--- config.mk ---
export PLATFORM = sky130hd
export DESIGN_NAME = ordered_multi_key_connection_table_flat
export DESIGN_NICKNAME = d
export VERILOG_FILES = /design/src/omkct_pkg.sv /design/src/omkct_if.sv /design/src/omkct_cell.sv /design/src/ordered_multi_key_connection_table.sv /design/src/flat_wrapper.sv
export SDC_FILE = /design/constraint.sdc
export NUM_CORES = 2
export LEC_CHECK = 0
export BUFFER_PORTS_ARGS = -buffer_cell sky130_fd_sc_hd__buf_4
export CORE_MARGIN = 2
export CORE_UTILIZATION = 46
export CTS_BUF_LIST = sky130_fd_sc_hd__clkbuf_4 sky130_fd_sc_hd__clkbuf_8 sky130_fd_sc_hd__clkbuf_16
export CTS_CLUSTER_SIZE = 40
export DETAILED_ROUTE_END_ITERATION = 10
export SLEW_MARGIN = 20
export SYNTH_ARGS = -nofsm -noshare
export SYNTH_HDL_FRONTEND = slang
export SYNTH_SLANG_ARGS = --single-unit
--- constraint.sdc ---
create_clock -name clock -period 13.9 [get_ports clock]
set_input_delay 0.695 -clock clock [delete_from_list [all_inputs] [get_ports clock]]
set_output_delay 0.695 -clock clock [all_outputs]
set_load 0.005 [all_outputs]
--- src/omkct_pkg.sv ---
// shared types and constants of the ordered multi-key connection table
// no dependencies; every other file of the block imports this package
package omkct_pkg;

   // table geometry
   localparam int TABLE_DEPTH = 16;
   localparam int IDX_W       = (TABLE_DEPTH > 1) ? $clog2(TABLE_DEPTH) : 1;
   localparam int CNT_W       = $clog2(TABLE_DEPTH + 1);

   // field widths
   localparam int MODE_W   = 3;
   localparam int HANDLE_W = 16;
   localparam int FD_W     = 16;
   localparam int STACK_W  = 8;
   localparam int STATUS_W = 2;
   localparam int CAP_W    = 5;

   // configuration port
   localparam int CSR_ADDR_W = 3;
   localparam int CSR_DATA_W = 32;
   localparam logic REG_CAPACITY = 1'b0;
   localparam logic [CAP_W-1:0] CAPACITY_RESET = CAP_W'(16);

   // request modes
   localparam logic [MODE_W-1:0] MODE_ADD        = 3'd0;
   localparam logic [MODE_W-1:0] MODE_FIND_API   = 3'd1;
   localparam logic [MODE_W-1:0] MODE_FIND_TPORT = 3'd2;
   localparam logic [MODE_W-1:0] MODE_DEL_HANDLE = 3'd3;
   localparam logic [MODE_W-1:0] MODE_DEL_STACK  = 3'd4;

   // result status codes
   localparam logic [STATUS_W-1:0] STATUS_OK        = 2'd0;
   localparam logic [STATUS_W-1:0] STATUS_FULL      = 2'd1;
   localparam logic [STATUS_W-1:0] STATUS_NOT_FOUND = 2'd2;

   // one table entry, also used as the lookup key
   typedef struct packed {
      logic [HANDLE_W-1:0] handle;
      logic [FD_W-1:0]     api_fd;
      logic [FD_W-1:0]     tport_fd;
      logic [STACK_W-1:0]  stack;
   } entry_type;

   // per-cell control from the sequencer
   typedef struct packed {
      logic occupied;
      logic load;
      logic shift;
   } cell_ctrl_type;

   // per-cell key compare results, already qualified by occupancy
   typedef struct packed {
      logic api_fd;
      logic tport_fd;
      logic handle;
      logic stack;
   } match_type;

   // sequencer states
   typedef enum logic {
      ST_IDLE,
      ST_EXEC
   } state_type;

endpackage

--- src/omkct_if.sv ---
// handshake channels of the ordered multi-key connection table
// depends on omkct_pkg for field widths
interface omkct_req_if;
   import omkct_pkg::*;

   logic                valid;
   logic                ready;
   logic [MODE_W-1:0]   mode;
   logic [HANDLE_W-1:0] handle;
   logic [FD_W-1:0]     api_fd;
   logic [FD_W-1:0]     tport_fd;
   logic [STACK_W-1:0]  stack_num;

   modport source (output valid, mode, handle, api_fd, tport_fd, stack_num,
                   input ready);
   modport sink (input valid, mode, handle, api_fd, tport_fd, stack_num,
                 output ready);
endinterface

interface omkct_rsp_if;
   import omkct_pkg::*;

   logic                valid;
   logic                ready;
   logic [STATUS_W-1:0] status;
   logic [HANDLE_W-1:0] found_handle;
   logic                released;
   logic                last;

   modport source (output valid, status, found_handle, released, last,
                   input ready);
   modport sink (input valid, status, found_handle, released, last,
                 output ready);
endinterface

--- src/omkct_cell.sv ---
// one storage cell of the connection table chain
// depends on omkct_pkg; holds one entry, compares it with the request key
module omkct_cell (
   input  logic                     clock,
   input  omkct_pkg::cell_ctrl_type ctrl,
   input  omkct_pkg::entry_type     key,
   input  omkct_pkg::entry_type     next_entry,
   output omkct_pkg::entry_type     entry,
   output omkct_pkg::match_type     match
);
   import omkct_pkg::*;

   entry_type entry_ff;
   entry_type entry_in;

   // load a new entry, take the neighbor's entry on removal, else hold
   always_comb begin
      entry_in = entry_ff;
      if (ctrl.load) begin
         entry_in = key;
      end else if (ctrl.shift) begin
         entry_in = next_entry;
      end
   end

   always_ff @(posedge clock) begin
      entry_ff <= entry_in;
   end

   // key compares, only for cells that hold a live entry
   always_comb begin
      match.api_fd   = ctrl.occupied && (entry_ff.api_fd == key.api_fd);
      match.tport_fd = ctrl.occupied && (entry_ff.tport_fd == key.tport_fd);
      match.handle   = ctrl.occupied && (entry_ff.handle == key.handle);
      match.stack    = ctrl.occupied && (entry_ff.stack == key.stack);
   end

   assign entry = entry_ff;

endmodule

--- src/ordered_multi_key_connection_table.sv ---
// top level of the ordered multi-key connection table
// depends on omkct_pkg, omkct_req_if, omkct_rsp_if and omkct_cell
//
// A table of up to TABLE_DEPTH connections kept in insertion order in a row of
// cells. Each transaction on the request channel adds an entry at the tail,
// finds the oldest entry by api or transport descriptor, removes the oldest
// entry with a given handle, or removes every entry of a stack. Requests are
// taken one at a time: a request is captured in the idle state and executed
// in the exec state once the result register is free. A stack purge removes
// its matching entries one at a time, oldest first, each with its own
// result, since each removal closes the gap by moving every later cell's
// entry one place toward the head. Execution also waits while the result
// register holds a transaction that has not been taken. Unused modes give no
// result. capacity_limit at byte address 0 bounds the number of entries;
// lowering it below the current count keeps the entries and refuses adds.
module ordered_multi_key_connection_table (
   input  logic                             clock,
   input  logic                             reset,
   omkct_req_if.sink                        req_ch,
   omkct_rsp_if.source                      rsp_ch,
   input  logic                             psel,
   input  logic                             penable,
   input  logic                             pwrite,
   input  logic [omkct_pkg::CSR_ADDR_W-1:0] paddr,
   input  logic [omkct_pkg::CSR_DATA_W-1:0] pwdata,
   output logic [omkct_pkg::CSR_DATA_W-1:0] prdata,
   output logic                             pready
);
   import omkct_pkg::*;

   // configuration register
   logic [CAP_W-1:0] capacity_ff;
   logic             csr_write;

   assign pready    = 1'b1;
   assign csr_write = psel && penable && pwrite;

   always_ff @(posedge clock) begin
      if (reset) begin
         capacity_ff <= CAPACITY_RESET;
      end else if (csr_write && (paddr[2] == REG_CAPACITY) && (paddr[1:0] == 2'b00)) begin
         capacity_ff <= pwdata[CAP_W-1:0];
      end
   end

   always_comb begin
      prdata = '0;
      if (paddr[2] == REG_CAPACITY) begin
         prdata = CSR_DATA_W'(capacity_ff);
      end
   end

   // sequencer and captured request
   state_type          state_ff, state_in;
   logic [MODE_W-1:0]  mode_ff;
   entry_type          key_ff;
   logic [CNT_W-1:0]   count_ff, count_in;
   logic               req_take;
   logic               exec_done;

   assign req_ch.ready = (state_ff == ST_IDLE);
   assign req_take     = req_ch.valid && req_ch.ready;

   always_ff @(posedge clock) begin
      if (reset) begin
         state_ff <= ST_IDLE;
      end else begin
         state_ff <= state_in;
      end
   end

   // next state
   always_comb begin
      state_in = state_ff;
      unique case (state_ff)
         ST_IDLE: begin
            if (req_take) begin
               state_in = ST_EXEC;
            end
         end
         ST_EXEC: begin
            if (exec_done) begin
               state_in = ST_IDLE;
            end
         end
         default: state_in = ST_IDLE;
      endcase
   end

   always_ff @(posedge clock) begin
      if (req_take) begin
         mode_ff         <= req_ch.mode;
         key_ff.handle   <= req_ch.handle;
         key_ff.api_fd   <= req_ch.api_fd;
         key_ff.tport_fd <= req_ch.tport_fd;
         key_ff.stack    <= req_ch.stack_num;
      end
   end

   // chain of cells
   cell_ctrl_type              cell_ctrl  [TABLE_DEPTH];
   entry_type                  cell_entry [TABLE_DEPTH];
   match_type                  cell_match [TABLE_DEPTH];
   logic [TABLE_DEPTH-1:0]     hit_api, hit_tport, hit_handle, hit_stack;
   logic [TABLE_DEPTH-1:0]     load_vec, shift_vec;

   for (genvar i = 0; i < TABLE_DEPTH; i++) begin : g_cell
      entry_type next_entry;

      if (i == TABLE_DEPTH - 1) begin : g_tail
         assign next_entry = cell_entry[i];
      end else begin : g_body
         assign next_entry = cell_entry[i+1];
      end

      assign cell_ctrl[i].occupied = (32'(count_ff) > i);
      assign cell_ctrl[i].load     = load_vec[i];
      assign cell_ctrl[i].shift    = shift_vec[i];

      omkct_cell u_cell (
         .clock      (clock),
         .ctrl       (cell_ctrl[i]),
         .key        (key_ff),
         .next_entry (next_entry),
         .entry      (cell_entry[i]),
         .match      (cell_match[i])
      );

      assign hit_api[i]    = cell_match[i].api_fd;
      assign hit_tport[i]  = cell_match[i].tport_fd;
      assign hit_handle[i] = cell_match[i].handle;
      assign hit_stack[i]  = cell_match[i].stack;
   end

   // oldest match of the key that this mode uses
   logic [TABLE_DEPTH-1:0] hit;
   logic [TABLE_DEPTH-1:0] first_oh;
   logic [TABLE_DEPTH-1:0] from_first;
   logic                   any_hit;
   logic                   more_hits;
   logic [HANDLE_W-1:0]    first_handle;

   always_comb begin
      case (mode_ff)
         MODE_FIND_API:   hit = hit_api;
         MODE_FIND_TPORT: hit = hit_tport;
         MODE_DEL_HANDLE: hit = hit_handle;
         MODE_DEL_STACK:  hit = hit_stack;
         default:         hit = '0;
      endcase
   end

   assign first_oh   = hit & ~(hit - TABLE_DEPTH'(1));
   assign from_first = ~(first_oh - TABLE_DEPTH'(1));
   assign any_hit    = |hit;
   assign more_hits  = |(hit & ~first_oh);

   always_comb begin
      first_handle = '0;
      for (int i = 0; i < TABLE_DEPTH; i++) begin
         first_handle = first_handle | (first_oh[i] ? cell_entry[i].handle : '0);
      end
   end

   // execution control and result
   logic                rsp_valid_ff;
   logic [STATUS_W-1:0] status_ff, status_in;
   logic [HANDLE_W-1:0] handle_ff, handle_in;
   logic                released_ff, released_in;
   logic                last_ff, last_in;
   logic                out_free;
   logic                emit;
   logic                add_ok;

   assign out_free = !rsp_valid_ff || rsp_ch.ready;
   assign add_ok   = (32'(count_ff) < 32'(capacity_ff)) && (32'(count_ff) < TABLE_DEPTH);

   always_comb begin
      exec_done   = 1'b0;
      emit        = 1'b0;
      load_vec    = '0;
      shift_vec   = '0;
      count_in    = count_ff;
      status_in   = STATUS_OK;
      handle_in   = '0;
      released_in = 1'b0;
      last_in     = 1'b1;
      if ((state_ff == ST_EXEC) && out_free) begin
         exec_done = 1'b1;
         emit      = 1'b1;
         case (mode_ff)
            MODE_ADD: begin
               if (add_ok) begin
                  for (int i = 0; i < TABLE_DEPTH; i++) begin
                     load_vec[i] = (32'(count_ff) == i);
                  end
                  count_in = count_ff + CNT_W'(1);
               end else begin
                  status_in = STATUS_FULL;
               end
            end
            MODE_FIND_API, MODE_FIND_TPORT: begin
               if (any_hit) begin
                  handle_in = first_handle;
               end else begin
                  status_in = STATUS_NOT_FOUND;
               end
            end
            MODE_DEL_HANDLE: begin
               if (any_hit) begin
                  shift_vec   = from_first;
                  count_in    = count_ff - CNT_W'(1);
                  handle_in   = key_ff.handle;
                  released_in = 1'b1;
               end else begin
                  status_in = STATUS_NOT_FOUND;
               end
            end
            MODE_DEL_STACK: begin
               // one removed entry per cycle while the result register is free, oldest first
               if (any_hit) begin
                  shift_vec   = from_first;
                  count_in    = count_ff - CNT_W'(1);
                  handle_in   = first_handle;
                  released_in = 1'b1;
                  last_in     = !more_hits;
                  exec_done   = !more_hits;
               end
            end
            default: begin
               emit = 1'b0;
            end
         endcase
      end
   end

   always_ff @(posedge clock) begin
      if (reset) begin
         count_ff <= '0;
      end else begin
         count_ff <= count_in;
      end
   end

   // result register
   always_ff @(posedge clock) begin
      if (reset) begin
         rsp_valid_ff <= 1'b0;
      end else if (emit) begin
         rsp_valid_ff <= 1'b1;
      end else if (rsp_ch.ready) begin
         rsp_valid_ff <= 1'b0;
      end
   end

   always_ff @(posedge clock) begin
      if (emit) begin
         status_ff   <= status_in;
         handle_ff   <= handle_in;
         released_ff <= released_in;
         last_ff     <= last_in;
      end
   end

   assign rsp_ch.valid        = rsp_valid_ff;
   assign rsp_ch.status       = status_ff;
   assign rsp_ch.found_handle = handle_ff;
   assign rsp_ch.released     = released_ff;
   assign rsp_ch.last         = last_ff;

endmodule
--- src/flat_wrapper.sv ---
// flat-port wrapper written by rule: the top's interface ports become plain ports
module ordered_multi_key_connection_table_flat import omkct_pkg::*;
  (clock, reset, psel, penable, pwrite, paddr, pwdata, prdata, pready, req_ch_valid, req_ch_mode, req_ch_handle, req_ch_api_fd, req_ch_tport_fd, req_ch_stack_num, req_ch_ready, rsp_ch_valid, rsp_ch_status, rsp_ch_found_handle, rsp_ch_released, rsp_ch_last, rsp_ch_ready);
  omkct_req_if req_ch_i ();
  omkct_rsp_if rsp_ch_i ();
  input  logic clock;
  input  logic reset;
  input  logic psel;
  input  logic penable;
  input  logic pwrite;
  input  logic [omkct_pkg::CSR_ADDR_W-1:0] paddr;
  input  logic [omkct_pkg::CSR_DATA_W-1:0] pwdata;
  output logic [omkct_pkg::CSR_DATA_W-1:0] prdata;
  output logic pready;
  input wire logic [$bits(req_ch_i.valid)-1:0] req_ch_valid;
  input wire logic [$bits(req_ch_i.mode)-1:0] req_ch_mode;
  input wire logic [$bits(req_ch_i.handle)-1:0] req_ch_handle;
  input wire logic [$bits(req_ch_i.api_fd)-1:0] req_ch_api_fd;
  input wire logic [$bits(req_ch_i.tport_fd)-1:0] req_ch_tport_fd;
  input wire logic [$bits(req_ch_i.stack_num)-1:0] req_ch_stack_num;
  output wire logic [$bits(req_ch_i.ready)-1:0] req_ch_ready;
  output wire logic [$bits(rsp_ch_i.valid)-1:0] rsp_ch_valid;
  output wire logic [$bits(rsp_ch_i.status)-1:0] rsp_ch_status;
  output wire logic [$bits(rsp_ch_i.found_handle)-1:0] rsp_ch_found_handle;
  output wire logic [$bits(rsp_ch_i.released)-1:0] rsp_ch_released;
  output wire logic [$bits(rsp_ch_i.last)-1:0] rsp_ch_last;
  input wire logic [$bits(rsp_ch_i.ready)-1:0] rsp_ch_ready;
  assign req_ch_i.valid = req_ch_valid;
  assign req_ch_i.mode = req_ch_mode;
  assign req_ch_i.handle = req_ch_handle;
  assign req_ch_i.api_fd = req_ch_api_fd;
  assign req_ch_i.tport_fd = req_ch_tport_fd;
  assign req_ch_i.stack_num = req_ch_stack_num;
  assign req_ch_ready = req_ch_i.ready;
  assign rsp_ch_valid = rsp_ch_i.valid;
  assign rsp_ch_status = rsp_ch_i.status;
  assign rsp_ch_found_handle = rsp_ch_i.found_handle;
  assign rsp_ch_released = rsp_ch_i.released;
  assign rsp_ch_last = rsp_ch_i.last;
  assign rsp_ch_i.ready = rsp_ch_ready;
  ordered_multi_key_connection_table u_core (.clock(clock), .reset(reset), .req_ch(req_ch_i), .rsp_ch(rsp_ch_i), .psel(psel), .penable(penable), .pwrite(pwrite), .paddr(paddr), .pwdata(pwdata), .prdata(prdata), .pready(pready));
endmodule
; Word level (Yosys, flattened, before mapping)
; Cells that the tools add are included.
; W data, S select, Z words.
[word_totals]
n_memories = 0
latchBits = 0
register_bits = 987
ram_bits = 0
rom_bits = 0
[op_classes]
multipliers = 0
add_sub_neg = 4
bitwise = 22
div_mod_pow = 0
n_lt_le_gt_ge = 18
reduce_logical = 102
shift = 0
mux = 74
n_eq_ne = 85
[ops]
columns = op, n
row1 = $mux W56, 30
row2 = $eq A16 B16 Y1, 48
row3 = $mux W16, 21
row4 = $or A16 B16 Y16, 15
row5 = $eq A8 B8 Y1, 16
row6 = $logic_and A1 B1 Y1, 71
row7 = $pmux W16 S4, 1
row8 = $mux W15, 3
row9 = $eq A5 B4 Y1 const B, 8
row10 = $gt A5 B4 Y1 const B, 8
row11 = $reduce_bool A2 Y1, 17
row12 = $and A16 B16 Y16, 2
row13 = $not A16 Y16, 2
row14 = $pmux W16 S2, 1
row15 = $reduce_or A16 Y1, 2
row16 = $eq A5 B3 Y1 const B, 4
row17 = $gt A5 B3 Y1 const B, 4
row18 = $sub A16 B1 Y16 const B, 1
row19 = $mux W5, 3
row20 = $not A15 Y15, 1
row21 = $sub A15 B1 Y15 const B, 1
row22 = $mux W1, 11
row23 = $eq A5 B2 Y1 const B, 2
row24 = $gt A5 B1 Y1 const B, 2
row25 = 25 further kinds, 31

; Depth between registers and ports, before layout
[depth]
depth_word = 24
mapped_depth = 17
ltp_nobuf = 15

; Modules after synthesis
; From an unflattened synthesis, not the netlist that was laid out.
[hier_totals]
hier_cells = 3834
area_unflattened_um2 = 54622.4
[modules_own_cells]
columns = mod, cells_each, area_per_inst_um2, n_inst, seq_area_each_um2
row1 = omkct_cell, 196, 2989.1, 16, 1681.6
row2 = ordered_multi_key_connection_table, 698, 6796.5, 1, 2612.5

; Least setup slack after synthesis
; Ideal clock, no wire load.
[synth_path]
path_type = reg-to-reg
start = reg u_core.key_ff[41] (netlist bit)
end = reg u_core.g_cell[5].u_cell.entry_ff (netlist bit u_core.g_cell[5].u_cell.entry[0]), enable pin
n_path_buf = 4
slack_ns = 6.714
required_time_ns = 13.353
path_stages_with_launch = 15
arrival_ns = 6.638
synth_period_minus_slack_ns = 7.186
cell_sequence = edfxtp_1 buf_2 buf_6 buf_6 xor2_1 nor4_1 nand4_1 nor3_1 a31oi_1 a2111oi_1 nor2_1 a21oi_4 nand2_4 clkbuf_1 o21ai_0
[synth_via]
elab_chain_len = 12
[synth_lines]
columns = item, line_no
row1 = from (decl), ordered_multi_key_connection_table.sv:56  ; entry_type key_ff;
row2 = $eq A16 B16 Y1, omkct_cell.sv:34  ; match.handle = ctrl.occupied && (entry_ff.handle == key.handle);
row3 = $logic_and A1 B1 Y1, omkct_cell.sv:34
row4 = $pmux W16 S4 (*), ordered_multi_key_connection_table.sv:144  ; case (mode_ff)
row5 = $sub A16 B1 Y16, ordered_multi_key_connection_table.sv:153  ; assign first_oh = hit & ~(hit - TABLE_DEPTH'(1));
row6 = $not A16 Y16, ordered_multi_key_connection_table.sv:153
row7 = $and A16 B16 Y16, ordered_multi_key_connection_table.sv:153
row8 = $sub A15 B1 Y15, ordered_multi_key_connection_table.sv:154  ; assign from_first = ~(first_oh - TABLE_DEPTH'(1));
row9 = $not A15 Y15, ordered_multi_key_connection_table.sv:154
row10 = $mux W15 (*), "ordered_multi_key_connection_table.sv:210, ordered_multi_key_connection_table.sv:221"
row11 = $mux W15 (*), -
row12 = $mux W15 (*), ordered_multi_key_connection_table.sv:188  ; if ((state_ff == ST_EXEC) && out_free) begin
row13 = $reduce_bool A2 Y1 (no line) (*), -
row14 = to (signal assigned), omkct_cell.sv:27  ; entry_ff <= entry_in;
row15 = to (decl), omkct_cell.sv:13  ; entry_type entry_ff;
; Every way passes the cells marked *; elsewhere a longest branch is shown, timed or not.
; A chain may end at the register's enable or synchronous reset.

; Worst setup path in the final report
[layout_path]
start = reg u_core.key_ff[13] (netlist bit)
end = reg u_core.g_cell[2].u_cell.entry_ff (netlist bit u_core.g_cell[2].u_cell.entry[29]), enable pin
[layout_via]
elab_chain_len = 12
[layout_lines]
columns = item, line_no
row1 = $eq A16 B16 Y1, omkct_cell.sv:33  ; match.tport_fd = ctrl.occupied && (entry_ff.tport_fd == key.tport_fd);
row2 = $logic_and A1 B1 Y1, omkct_cell.sv:33
row3 = $pmux W16 S4 (*), ordered_multi_key_connection_table.sv:144
row4 = $sub A16 B1 Y16, ordered_multi_key_connection_table.sv:153
row5 = $not A16 Y16, ordered_multi_key_connection_table.sv:153
row6 = $and A16 B16 Y16, ordered_multi_key_connection_table.sv:153
row7 = $sub A15 B1 Y15, ordered_multi_key_connection_table.sv:154
row8 = $not A15 Y15, ordered_multi_key_connection_table.sv:154
row9 = $mux W15 (*), "ordered_multi_key_connection_table.sv:210, ordered_multi_key_connection_table.sv:221"
row10 = $mux W15 (*), -
row11 = $mux W15 (*), ordered_multi_key_connection_table.sv:188
row12 = $reduce_bool A2 Y1 (no line) (*), -
row13 = to (signal assigned), omkct_cell.sv:27
row14 = to (decl), omkct_cell.sv:13
; Marks and branches as above.

==> run_results.csv <==
group,metric,value,unit
outcome,status,"finished, final reports clean",
die,initial_core_util,46.3,%
synthesis,syn_inst,4005,
sta,setup_slack,7710,ps
power_and_ir_drop,p_sw_share,22.3,%
synthesis,yosysSeqAreaShare,54.1,%
layout,area_growth,9.91,%
routing,first_iter_violations,3180,
power_and_ir_drop,power.internal,5.17,mW
cts,cts_hold_buf,0,
global_route,grt_overflow_total,0,
synthesis,avgSynthCellArea,13.6,um^2
global_route,grt_max_degree,71,
sta,worst_clock_skew,23.1,ps
layout,nNetsFinal,4074,
cts,postCtsSetupRepairBufs,0,
power_and_ir_drop,p_clk_share,45.7,%
sta,period_share,44.5,%
synthesis,synth_commonest_cells,"edfxtp_1 (975), mux2_2 (827), xor2_1 (571)",
routing,wl_per_cell,27.1,um
cts,cts_buffer_depth,3,
routing,routed_wirelength,151000,um
synthesis,ys_seq_elements,987,
routing,vias,32500,
synthesis,synth.top_cells.by_area,"edfxtp_1 (54%), mux2_2 (17%), xor2_1 (9.2%)",
layout,diodes,0,
worst_setup_path,path_class,"flip-flop to flip-flop",
layout,fillers,10100,
worst_setup_path,slowest_delay,920,ps
cts,htree_levels,3,
routing,wl_met1,66100,um
place,dp_slack,7680,ps
global_route,grt_pass1_wl,222000,um
worst_hold_path,hold_path_class,"primary input to flip-flop",
routing,vias_per_cell,5.81,
synthesis,synth_top_area_cell,"edfxtp_1",
power_and_ir_drop,pwr-share-seq,49.0,%
synthesis,synth_top_cell_area_share,53.6,%
sta,max_freq,0.162,GHz
synthesis,yosys.cell_types.count,99,
routing,wl_met2,70100,um
place,portBuffers,100,
place,dp_cells,5384,
cts,post_cts_resized,0,
cts,cts-root-buf,"clkbuf_16",
synthesis,yosysWarnings,0,
die,die_w,348,um
worst_setup_path,cp.required,14240,ps
die,ios,156,
sta,setup_tns,0,ps
place,place.gp.congestion,0.925,
worst_setup_path,crit_chain,"buf_4 > xnor2_1 > nand4_1 > nor4_1 > a32oi_2 > a221o_1 > nand4_4 > nand4bb_4 > nor4_4 > a21oi_4 > nand2_4 > a21oi_1 > or2_2 > buf_4",
cts,cts-buffers-inserted,112,
die,die-area,121000,um^2
worst_hold_path,holdPathStages,1,
place,dpl_cell_area,56200,um^2
global_route,track_usage,24.6,%
sta,period_needed,6190,ps
cts,cts_sinks,987,
place,hpwlAfterDp,100000,um
layout,drive_above_1_share,32.3,%
worst_setup_path,worstRegToRegCells,14,
global_route,antenna_found_initial,2,
synthesis,synth.most_common_cell,"edfxtp_1",
cts,clock_latency,710,ps
sta,worstMarginPinSlew,1160,ps
power_and_ir_drop,p_leak,20.1,nW
die,die_h,348,um
routing,route.top_layer_used,"met5",
global_route,grt_pass1_vias,32300,
flow_run,cap_violations,0,
worst_setup_path,cp-end-kind,"flip-flop",
power_and_ir_drop,powerDensity,111,nW/um^2
synthesis,synth_ff_type,"edfxtp_1",
die,num_rows,126,
worst_setup_path,critPathMaxFanout,32,
power_and_ir_drop,pwr-share-comb,5.4,%
sta,maxSlewHeadroom,21.7,%
worst_setup_path,cpMostUsedCell,"buf_4",
routing,wl_met3,10300,um
synthesis,async_flop_share,0,%
worst_setup_path,cp_data_arrival_time,6530,ps
sta,rsz0062_at_grt,"no",
routing,drt_first_pass_iters,6,
sta,setup_viol,0,
power_and_ir_drop,ir_drop,0.102,mV
layout,layout.cells.non_filler,5594,
worst_setup_path,start_kind,"flip-flop",
die,fp.coreArea,118000,um^2
worst_setup_path,slowest_stage,"nor4_1",
sta,finalMaxSlewViolations,0,
cts,cts_tree,"built",
power_and_ir_drop,switching_power,1.48,mW
routing,drc,0,
sta,hold_viol,0,
layout,final_cell_area,60000,um^2
cts,clk_pin_slew,60,ps
routing,antenna_left,0,
synthesis,synth_edf_count,975,
synthesis,syn_area,54600,um^2
cells by family (layout without fill, tap and decap cells):
logic type,count (synthesis),in the layout,synth area share (%)
xor+xnor,903,903,14.5
mux,832,832,17.2
flops,987,987,54.1
fa+ha+maj,10,10,0.227
buf+inv,423,450,4.43
compound gates,282,282,3.76
simple gates,566,566,5.84
other cells,2,28,0.0138
worst paths after layout:
kind                                           start                                     endpoint  slack, ps
hold / removal                     req_ch_handle[14]                  u_core.key_ff[54]$_DFFE_PP_        170
hold reg to reg   u_core.capacity_ff[4]$_SDFFE_PP1P_           u_core.capacity_ff[4]$_SDFFE_PP1P_        470
setup / recovery         u_core.key_ff[13]$_DFFE_PP_  u_core.g_cell[2].u_cell.entry[29]$_DFFE_PP_       7710
setup reg to reg         u_core.key_ff[13]$_DFFE_PP_  u_core.g_cell[2].u_cell.entry[29]$_DFFE_PP_       7710
power groups by stage:
| stage | sequential, mW | combinational [mW] | clock [mW] |
|---|---|---|---|
| 3_5_place_dp | 3.32 | 0.358 | 0 |
| 4_1_cts | 3.26 | 0.360 | 3.10 |
| 6_report | 3.26 | 0.357 | 3.04 |
| 5_1_grt | 3.26 | 0.386 | 3.20 |
| 2_1_floorplan | 3.32 | 0.275 | 0 |
| 3_3_place_gp | 3.32 | 0.357 | 0 |
stage by stage:
stage	power (mW)	util (%)	hold slack [ps]
CTS	6.71	50.8	111
global route	6.84	50.9	123
detailed placement	3.68	47.6	457
floorplan	3.59	-	421
finish	6.65	50.9	166
global placement	3.68	47.6	446
cell type report:
class,instances,area (um^2),share of cell area (%)
flip-flops and latches,987,29500,49.2
multi-input cells,2621,23000,38.4
clock buffers,147,3150,5.26
well taps,1536,1920,3.20
repair buffers,214,1670,2.78
clock inverters,61,619,1.03
inverters,28,108,0.179
sequential cells by signal, indices dropped and copies added (netlist names), 2 cells and up:
name                        flops
u_core.g_cell.u_cell.entry    896
u_core.key_ff                  56
u_core.rsp_ch.found_handle     16
u_core.capacity_ff              5
u_core.count_ff                 5
u_core.mode_ff                  3
u_core.rsp_ch.status            2
cells in the final DEF (no fill, tap or decap), types with 46 or more instances in the layout:
master     Yosys  layout
buf_4         92     211
clkbuf_16      0     116
edfxtp_1     975     975
mux2_2       827     827
nand2_1      120     116
nand4_1       90      90
nor2_1        46      46
nor3_1        48      46
nor4_1       138     135
o21ai_0       66      57
xnor2_1      331     331
xor2_1       571     571
per-layer routing:
layer	up-vias	global-route usage (%)
met5	-	0
met3	235	5.17
met2	1071	39.6
met4	2	7.85
li1	14700	-
met1	16500	33.3
critical path, delay by kind of cell (launching register included):
kind | cells | cell delay (ps)
compound gates | 4 | 1400
xor+xnor | 1 | 170
buf+inv | 2 | 910
flops | 1 | 590
simple gates | 7 | 2650
No activity file was read; power rests on OpenSTA's default activity.
